--- src/hdl/edge_count_trigger_qualifier_defines.svh ---
// Assertion macros for the edge count trigger qualifier.
// Included by the RTL files that carry concurrent checks; no other dependencies.
`ifndef EDGE_COUNT_TRIGGER_QUALIFIER_DEFINES_SVH
`define EDGE_COUNT_TRIGGER_QUALIFIER_DEFINES_SVH

`ifndef SYNTH
// Same-cycle implication, checked outside reset.
`define ECTQ_ASSERT_SAME(label, clk, rst_n, ante, cons) \
  label: assert property (@(posedge clk) disable iff (!(rst_n)) (ante) |-> (cons)) \
    else $error("ectq check failed");
// Next-cycle implication, checked outside reset.
`define ECTQ_ASSERT_NEXT(label, clk, rst_n, ante, cons) \
  label: assert property (@(posedge clk) disable iff (!(rst_n)) (ante) |=> (cons)) \
    else $error("ectq check failed");
`else
`define ECTQ_ASSERT_SAME(label, clk, rst_n, ante, cons)
`define ECTQ_ASSERT_NEXT(label, clk, rst_n, ante, cons)
`endif

`endif

--- src/hdl/ectq_pkg.sv ---
// Shared types and constants for the edge count trigger qualifier.
// No dependencies.
`timescale 1ns / 1ps

package ectq_pkg;

  localparam int ECTQ_TIME_WIDTH = 32;

  localparam int CMD_W  = 2;
  localparam int TIME_W = 32;
  localparam int BYTE_W = 8;
  localparam int MS_W   = 16;
  localparam int IDX_W  = 2;
  localparam int CFG_W  = 16;

  localparam logic [BYTE_W-1:0] PORT_MASK_RST    = 8'd1;
  localparam logic [BYTE_W-1:0] TRIG_MODE_RST    = 8'd0;
  localparam logic [MS_W-1:0]   IDLE_MS_RST      = 16'd2000;
  localparam logic [MS_W-1:0]   UNLOCK_DELAY_RST = 16'd1000;

  localparam logic [BYTE_W-1:0] COUNT_MAX = 8'hFF;

  typedef enum logic [CMD_W-1:0] {
    CMD_SAMPLE = 2'd0,
    CMD_LOCK   = 2'd1,
    CMD_UNLOCK = 2'd2
  } cmd_t;

  typedef enum logic [IDX_W-1:0] {
    REG_PORT_MASK    = 2'd0,
    REG_TRIGGER_MODE = 2'd1,
    REG_IDLE_MS      = 2'd2,
    REG_UNLOCK_DELAY = 2'd3
  } reg_idx_t;

endpackage

--- src/hdl/edge_count_trigger_qualifier.sv ---
// Edge count trigger qualifier: input register, one pass of qualify logic, result register.
// Depends on ectq_pkg and edge_count_trigger_qualifier_defines.svh.
//
//  channel | direction | handshake          | payload
//  in_     | input     | in_valid/in_stall  | command, time_ms, port_value
//  out_    | output    | out_valid/out_stall| triggered, changing, locked
//  cfg_    | input     | cfg_valid/cfg_ready| index, data (ready always high)
//
// One item per cycle while out_stall is low; an item passes the input register, then the result register.
// The input register doubles as a skid stage, so an item is taken while a result waits.
// Synchronous active-low reset clears state, configuration and valid flags; payload registers are not reset.
// A stalled result holds the qualify stage; the input register then holds one item.
`timescale 1ns / 1ps
`include "edge_count_trigger_qualifier_defines.svh"

module edge_count_trigger_qualifier
  import ectq_pkg::*;
#(
  parameter int TIME_WIDTH = ECTQ_TIME_WIDTH
) (
  input  logic              clk,
  input  logic              rst_n,
  input  logic              in_valid,
  output logic              in_stall,
  input  logic [CMD_W-1:0]  in_command,
  input  logic [TIME_W-1:0] in_time_ms,
  input  logic [BYTE_W-1:0] in_port_value,
  output logic              out_valid,
  input  logic              out_stall,
  output logic              out_triggered,
  output logic              out_changing,
  output logic              out_locked,
  input  logic              cfg_valid,
  output logic              cfg_ready,
  input  logic [IDX_W-1:0]  cfg_index,
  input  logic [CFG_W-1:0]  cfg_data
);

  // configuration
  logic [BYTE_W-1:0] port_mask_r;
  logic [BYTE_W-1:0] trig_mode_r;
  logic [MS_W-1:0]   idle_ms_r;
  logic [MS_W-1:0]   unlock_delay_r;

  // input register
  logic              in_valid_r;
  logic [CMD_W-1:0]  in_cmd_r;
  logic [TIME_W-1:0] in_time_r;
  logic [BYTE_W-1:0] in_port_r;

  // qualifier state
  logic                  last_level_r,  last_level_nxt;
  logic [BYTE_W-1:0]     edge_count_r,  edge_count_nxt;
  logic [TIME_WIDTH-1:0] last_edge_r,   last_edge_nxt;
  logic                  lock_r,        lock_nxt;
  logic                  pending_r,     pending_nxt;
  logic [TIME_WIDTH-1:0] deadline_r,    deadline_nxt;
  logic                  changing_r,    changing_nxt;
  logic                  fired;

  // result register
  logic out_valid_r;
  logic out_trig_r;
  logic out_chg_r;
  logic out_lock_r;

  logic                  advance;
  logic [TIME_WIDTH-1:0] now;
  logic                  level;
  logic [TIME_WIDTH:0]   dl_sum;
  logic [TIME_WIDTH-1:0] dl_sat;
  logic [TIME_WIDTH-1:0] elapsed;
  logic                  idle_hit;
  logic [BYTE_W-1:0]     count_inc;
  logic [BYTE_W-1:0]     target;

  assign advance   = in_valid_r && (!out_valid_r || !out_stall);
  assign in_stall  = in_valid_r && !advance;
  assign cfg_ready = 1'b1;

  generate
    if (TIME_WIDTH > TIME_W) begin : g_time_ext
      assign now = {{(TIME_WIDTH-TIME_W){1'b0}}, in_time_r};
    end else begin : g_time_cut
      assign now = in_time_r[TIME_WIDTH-1:0];
    end
  endgenerate

  assign level  = |(in_port_r & port_mask_r);
  assign dl_sum = {1'b0, now} + {{(TIME_WIDTH+1-MS_W){1'b0}}, unlock_delay_r};
  // saturate the deadline at the largest time value
  assign dl_sat = dl_sum[TIME_WIDTH] ? {TIME_WIDTH{1'b1}} : dl_sum[TIME_WIDTH-1:0];
  assign elapsed  = now - last_edge_r;
  assign idle_hit = (now >= last_edge_r)
                    && (elapsed > {{(TIME_WIDTH-MS_W){1'b0}}, idle_ms_r});
  assign count_inc = edge_count_r + 8'd1;

  always_comb begin
    if (trig_mode_r == 8'd0) begin
      target = 8'd1;
    end else if (trig_mode_r == 8'd1) begin
      target = 8'd2;
    end else begin
      target = trig_mode_r;
    end
  end

  always_comb begin
    last_level_nxt = last_level_r;
    edge_count_nxt = edge_count_r;
    last_edge_nxt  = last_edge_r;
    lock_nxt       = lock_r;
    pending_nxt    = pending_r;
    deadline_nxt   = deadline_r;
    changing_nxt   = changing_r;
    fired          = 1'b0;
    unique case (in_cmd_r)
      CMD_SAMPLE: begin
        priority if (pending_r && (deadline_r < now)) begin
          // release the lock and only reload the stored level
          lock_nxt       = 1'b0;
          pending_nxt    = 1'b0;
          deadline_nxt   = '0;
          last_level_nxt = level;
        end else if (lock_r) begin
          // muted: hold everything
        end else if (last_level_r && !level) begin
          last_level_nxt = 1'b0;
          last_edge_nxt  = now;
          if (edge_count_r != COUNT_MAX) begin
            edge_count_nxt = count_inc;
            if (count_inc == 8'd1) begin
              changing_nxt = 1'b1;
            end
            if (count_inc == target) begin
              changing_nxt = 1'b0;
              fired        = 1'b1;
            end
          end
        end else begin
          last_level_nxt = level;
          if (idle_hit) begin
            edge_count_nxt = '0;
            changing_nxt   = 1'b0;
          end
        end
      end
      CMD_LOCK: begin
        lock_nxt = 1'b1;
      end
      CMD_UNLOCK: begin
        deadline_nxt = dl_sat;
        pending_nxt  = 1'b1;
      end
      default: begin
        // unused command: state unchanged, result still produced
      end
    endcase
  end

  always_ff @(posedge clk) begin
    if (!rst_n) begin
      port_mask_r    <= PORT_MASK_RST;
      trig_mode_r    <= TRIG_MODE_RST;
      idle_ms_r      <= IDLE_MS_RST;
      unlock_delay_r <= UNLOCK_DELAY_RST;
    end else if (cfg_valid && cfg_ready) begin
      unique case (reg_idx_t'(cfg_index))
        REG_PORT_MASK:    port_mask_r    <= cfg_data[BYTE_W-1:0];
        REG_TRIGGER_MODE: trig_mode_r    <= cfg_data[BYTE_W-1:0];
        REG_IDLE_MS:      idle_ms_r      <= cfg_data;
        REG_UNLOCK_DELAY: unlock_delay_r <= cfg_data;
        default: ;
      endcase
    end
  end

  always_ff @(posedge clk) begin
    if (!rst_n) begin
      in_valid_r <= 1'b0;
    end else if (!in_valid_r || advance) begin
      in_valid_r <= in_valid;
    end
  end

  always_ff @(posedge clk) begin
    if ((!in_valid_r || advance) && in_valid) begin
      in_cmd_r  <= in_command;
      in_time_r <= in_time_ms;
      in_port_r <= in_port_value;
    end
  end

  always_ff @(posedge clk) begin
    if (!rst_n) begin
      last_level_r <= 1'b0;
      edge_count_r <= '0;
      last_edge_r  <= '0;
      lock_r       <= 1'b0;
      pending_r    <= 1'b0;
      deadline_r   <= '0;
      changing_r   <= 1'b0;
    end else if (advance) begin
      last_level_r <= last_level_nxt;
      edge_count_r <= edge_count_nxt;
      last_edge_r  <= last_edge_nxt;
      lock_r       <= lock_nxt;
      pending_r    <= pending_nxt;
      deadline_r   <= deadline_nxt;
      changing_r   <= changing_nxt;
    end
  end

  always_ff @(posedge clk) begin
    if (!rst_n) begin
      out_valid_r <= 1'b0;
    end else if (advance) begin
      out_valid_r <= 1'b1;
    end else if (!out_stall) begin
      out_valid_r <= 1'b0;
    end
  end

  always_ff @(posedge clk) begin
    if (advance) begin
      out_trig_r <= fired;
      out_chg_r  <= changing_nxt;
      out_lock_r <= lock_nxt;
    end
  end

  assign out_valid     = out_valid_r;
  assign out_triggered = out_trig_r;
  assign out_changing  = out_chg_r;
  assign out_locked    = out_lock_r;

  `ECTQ_ASSERT_SAME(a_fire_clears_changing, clk, rst_n, out_valid_r && out_trig_r, !out_chg_r)
  `ECTQ_ASSERT_SAME(a_fire_unlocked, clk, rst_n, out_valid_r && out_trig_r, !out_lock_r)
  `ECTQ_ASSERT_SAME(a_idle_count_quiet, clk, rst_n, edge_count_r == '0, !changing_r)
  `ECTQ_ASSERT_SAME(a_deadline_cleared, clk, rst_n, !pending_r, deadline_r == '0)
  `ECTQ_ASSERT_NEXT(a_state_holds, clk, rst_n, !advance, $stable(edge_count_r) && $stable(lock_r))

endmodule
--- config.mk ---
export PLATFORM = sky130hd
export DESIGN_NAME = edge_count_trigger_qualifier
export DESIGN_NICKNAME = d
export VERILOG_FILES = /design/src/hdl/ectq_pkg.sv /design/src/hdl/edge_count_trigger_qualifier.sv
export VERILOG_INCLUDE_DIRS = /design/src /design/src/hdl
export SDC_FILE = /design/constraint.sdc
export NUM_CORES = 1
export LEC_CHECK = 0
export BUFFER_PORTS_ARGS = -buffer_cell sky130_fd_sc_hd__buf_2
export CORE_ASPECT_RATIO = 1.75
export CORE_MARGIN = 2
export CORE_UTILIZATION = 50
export DETAILED_ROUTE_END_ITERATION = 10
export GPL_TIMING_DRIVEN = 1
export PLACE_DENSITY = 0.77
export SLEW_MARGIN = 20
export SYNTH_ARGS = -nofsm -noshare
export SYNTH_HDL_FRONTEND = slang
export SYNTH_SLANG_ARGS = --single-unit
--- constraint.sdc ---
create_clock -name clk -period 5.9 [get_ports clk]
set_input_delay 0.885 -clock clk [delete_from_list [all_inputs] [get_ports clk]]
set_output_delay 0.885 -clock clk [all_outputs]
set_load 0.005 [all_outputs]
==> results.json <==
{
  "outcome": "finished, final reports clean",
  "hold_viol": 0,
  "clkSinkCount": 171,
  "grtUsageTotal": 0.283,
  "fin_setup_tns_ns": 0,
  "gp_congestion": 1.02,
  "instances_no_fill": 1671,
  "cp_num_cells": 16,
  "synth_seq_area_share": 0.354,
  "reg2reg_from": "in_time_r[12]$_DFFE_PP_",
  "num_antenna_cells": 0,
  "nFillCells": 2049,
  "synth_top_area_frac": 0.230,
  "rsz0062_at_grt": "false",
  "clock_skew_ns": 0.0113,
  "fin_crit_ns": 4.72,
  "antenna_found_initial": 0,
  "yosys.area.top_type": "dfxtp_1",
  "layout.nets": 1530,
  "cts.clk_slew.worst_paths_ns": 0.07,
  "floorplan.initialDensity": 0.509,
  "area_delta_synth_final_pct": 9.82,
  "relSlewSlack": 0.323,
  "power.density_nw_per_um2": 235,
  "ant_nets": 0,
  "critPathLaunch": "in_time_r[12]$_DFFE_PP_",
  "crit_family": "simple AND/OR/NAND/NOR gates",
  "synth_area_um2": 11000,
  "dieHeight_um": 200,
  "dieArea_um2": 23200,
  "ctsHoldBuffers": 0,
  "setup_viol": 0,
  "fin_area_um2": 12000,
  "placed_cells": 1639,
  "dr.pass1.iters": 5,
  "timing.rr.end": "out_changing$_DFFE_PP_",
  "dp_slack_ns": 1.26,
  "io_pins": 71,
  "worst_ep_required_time_ns": 6.19,
  "cts_made_buffers": 17,
  "multi_input_area_um2": 6400,
  "wl_mm": 32.4,
  "grt_max_degree": 79,
  "yosys_warnings": 0,
  "max_freq_mhz": 212,
  "drc": 0,
  "setup_ws_ns": 1.18,
  "die_w_um": 116,
  "port-buffer-count": 69,
  "cp_max_fo": 9,
  "worst-r2r-cell-count": 16,
  "synth_nets": 1494,
  "syn_inst": 1330,
  "place_area_um2": 11500,
  "drive_gt1_frac": 0.102,
  "rows": 71,
  "crit_buf_inv": 0,
  "crit_chain": "ha_1 -> a21oi_1 -> o21ai_0 -> or2_2 -> or3_1 -> xor2_1 -> ha_1 -> nand4_1 -> or3_1 -> nor3_1 -> a21oi_1 -> a311oi_1 -> nand4_1 -> nor4_4 -> nor2_1 -> o22ai_1",
  "grt_overflow_total": 0,
  "cts_setup_buffers": 0,
  "coreArea_um2": 21500,
  "grt_first_pass_wirelength_mm": 50.3,
  "critPathKind": "flop to flop",
  "grt_pass1_vias": 9830,
  "ctsResizeCount": 0,
  "endpoint_kind": "flop",
  "wl_per_cell_um": 19.4,
  "synth.distinct_cells": 75,
  "worstSetupEndpoint": "out_changing$_DFFE_PP_",
  "drt_iter0_markers": 666,
  "reg2reg_slack_ns": 1.18,
  "synth_edf_count": 45,
  "seqCellArea_um2": 3870,
  "cts-root-buf": "clkbuf_16",
  "tritoncts": "built",
  "worstSkewPairLatency_ns": 0.45,
  "drv_slew": 0,
  "crit_slowest_cell": "nor4_4",
  "async_flop_share": 0,
  "vdd_drop_max_v": 0.000192,
  "synthTopCellsByArea": "dfxtp_1 23%, edfxtp_1 12%, ha_1 11%",
  "synthFlopType": "dfxtp_1",
  "hp-class": "flop to flop",
  "cpPeakStageDelay_ns": 0.50,
  "vias": 9993,
  "cap_violations": 0,
  "power_leakage_uw": 0.00477,
  "synth-seq-cells": 171,
  "dp_hpwl_mm": 24.9,
  "cp.arrival_ns": 5.01,
  "clockBufferDepth": 2,
  "fin_crit_sh": 0.800,
  "htreeDepth": 4,
  "startpoint_type": "flop",
  "viasPerCell": 5.98,
  "total_power_uw": 2820,
  "worstMarginPinSlew_ns": 1.01,
  "syn_avg_cell_area_um2": 8.24
}
state kept, by name, indices dropped and copies added, names as in the netlist:
register,count
trig_mode_r,8
pending_r,1
idle_ms_r,16
out_changing,1
edge_count_r,8
deadline_r,32
changing_r,1
in_time_r,32
out_valid,1
port_mask_r,8
in_valid_r,1
unlock_delay_r,16
last_edge_r,32
out_triggered,1
in_port_r,8
last_level_r,1
in_cmd_r,2
lock_r,1
out_locked,1
power by group:
group / switching [µW] / internal (µW) / leakage, µW
combinational: 278 / 172 / 0.00304
sequential: 36.7 / 1240 / 0.00146
clock: 535 / 557 / 0.000272
total: 849 / 1970 / 0.00477
how the worst min path moves through the flow:
stage                     slack, ns                    startpoint                      endpoint  depth (start not counted)
after floorplan                0.43   deadline_r[16]$_SDFFE_PN0P_   deadline_r[16]$_SDFFE_PN0P_                          2
after global placement         0.44   last_edge_r[2]$_SDFFE_PN0P_   last_edge_r[2]$_SDFFE_PN0P_                          2
after detailed placement       0.45   last_edge_r[9]$_SDFFE_PN0P_   last_edge_r[9]$_SDFFE_PN0P_                          2
after CTS                      0.46   last_edge_r[9]$_SDFFE_PN0P_   last_edge_r[9]$_SDFFE_PN0P_                          2
after global routing           0.48   last_edge_r[9]$_SDFFE_PN0P_   last_edge_r[9]$_SDFFE_PN0P_                          2
final                          0.45  last_edge_r[11]$_SDFFE_PN0P_  last_edge_r[11]$_SDFFE_PN0P_                          2
final cells by class:
class	count	share of cell area
multi-input cells	994	0.532
flip-flops and latches	171	0.322
inverters	98	0.0306
clock buffers	18	0.0357
repair buffers	84	0.0381
clock inverters	14	0.0108
well taps	292	0.0304
synthesized netlist by cell type, types with 6 or more instances:
cell type  count
a211oi_1      18
a21o_1        23
a21oi_1      148
a22oi_1        6
a311oi_1       6
a31oi_1       10
and3_1        12
buf_2         11
clkbuf_1      47
dfxtp_1      126
edfxtp_1      45
ha_1          97
inv_1         97
mux2i_1       22
nand2_1      204
nand2b_1       7
nand3_1       39
nand4_1       28
nor2_1        73
nor2b_1        9
nor3_1        28
nor4_1         6
o211ai_1      13
o21a_1        14
o21ai_0       51
o21ai_1       10
o311ai_1       6
o31ai_1       13
or2_2          6
or3_1          9
xnor2_1       35
xor2_1        13
cell usage in the layout (no fill, tap or decap), types with 6 or more instances in the layout:
master | Yosys | layout
edfxtp_1 | 45 | 45
or2_2 | 6 | 6
and3_1 | 12 | 12
buf_2 | 11 | 69
o31ai_1 | 13 | 13
nor3_1 | 28 | 28
o311ai_1 | 6 | 6
a31oi_1 | 10 | 10
xor2_1 | 13 | 13
clkbuf_16 | 0 | 17
mux2i_1 | 22 | 22
nand3_1 | 39 | 39
a211oi_1 | 18 | 18
nor4_1 | 6 | 6
nor2_1 | 73 | 73
o211ai_1 | 13 | 13
a21o_1 | 23 | 23
ha_1 | 97 | 97
nand4_1 | 28 | 28
or3_1 | 9 | 9
buf_4 | 3 | 15
xnor2_1 | 35 | 35
a22oi_1 | 6 | 6
dfxtp_1 | 126 | 126
o21a_1 | 14 | 14
nand2b_1 | 7 | 7
nor2b_1 | 9 | 8
o21ai_0 | 51 | 51
a311oi_1 | 6 | 6
a21oi_1 | 148 | 148
inv_1 | 97 | 97
o21ai_1 | 10 | 10
nand2_1 | 204 | 204
kinds of logic (layout without fill, tap and decap cells):
group | count (synthesis) | count (layout) | share of synthesized area
buf+inv | 165 | 214 | 0.0623
flops | 171 | 171 | 0.354
xor+xnor | 48 | 48 | 0.0384
compound gates | 372 | 372 | 0.216
other cells | 1 | 1 | 0.000342
simple gates | 452 | 452 | 0.195
fa+ha+maj | 99 | 99 | 0.114
mux | 22 | 22 | 0.0201
worst reg2reg max path: stages, from the launching register on:
cell and delay [ns]:
edfxtp_1 0.44, ha_1 0.45, a21oi_1 0.22, o21ai_0 0.17
or2_2 0.35, or3_1 0.36, xor2_1 0.16, ha_1 0.31
nand4_1 0.10, or3_1 0.40, nor3_1 0.22, a21oi_1 0.13
a311oi_1 0.23, nand4_1 0.19, nor4_4 0.50, nor2_1 0.17
o22ai_1 0.15
stage by stage:
stage	hold WS [ns]	util
after floorplan	0.429	-
after global placement	0.438	0.534
after detailed placement	0.445	0.534
after CTS	0.455	0.560
after global routing	0.475	0.560
final	0.453	0.560
per-layer routing:
layer / GRT usage / part of all wire / up-vias
met4: 0.199 / 0.076 / 0
met5: 0 / 0 / -
met2: 0.513 / 0.51 / 357
met3: 0.0504 / 0.048 / 113
li1: - / - / 4843
met1: 0.289 / 0.37 / 4680
Power figures use the tool's default switching activity.
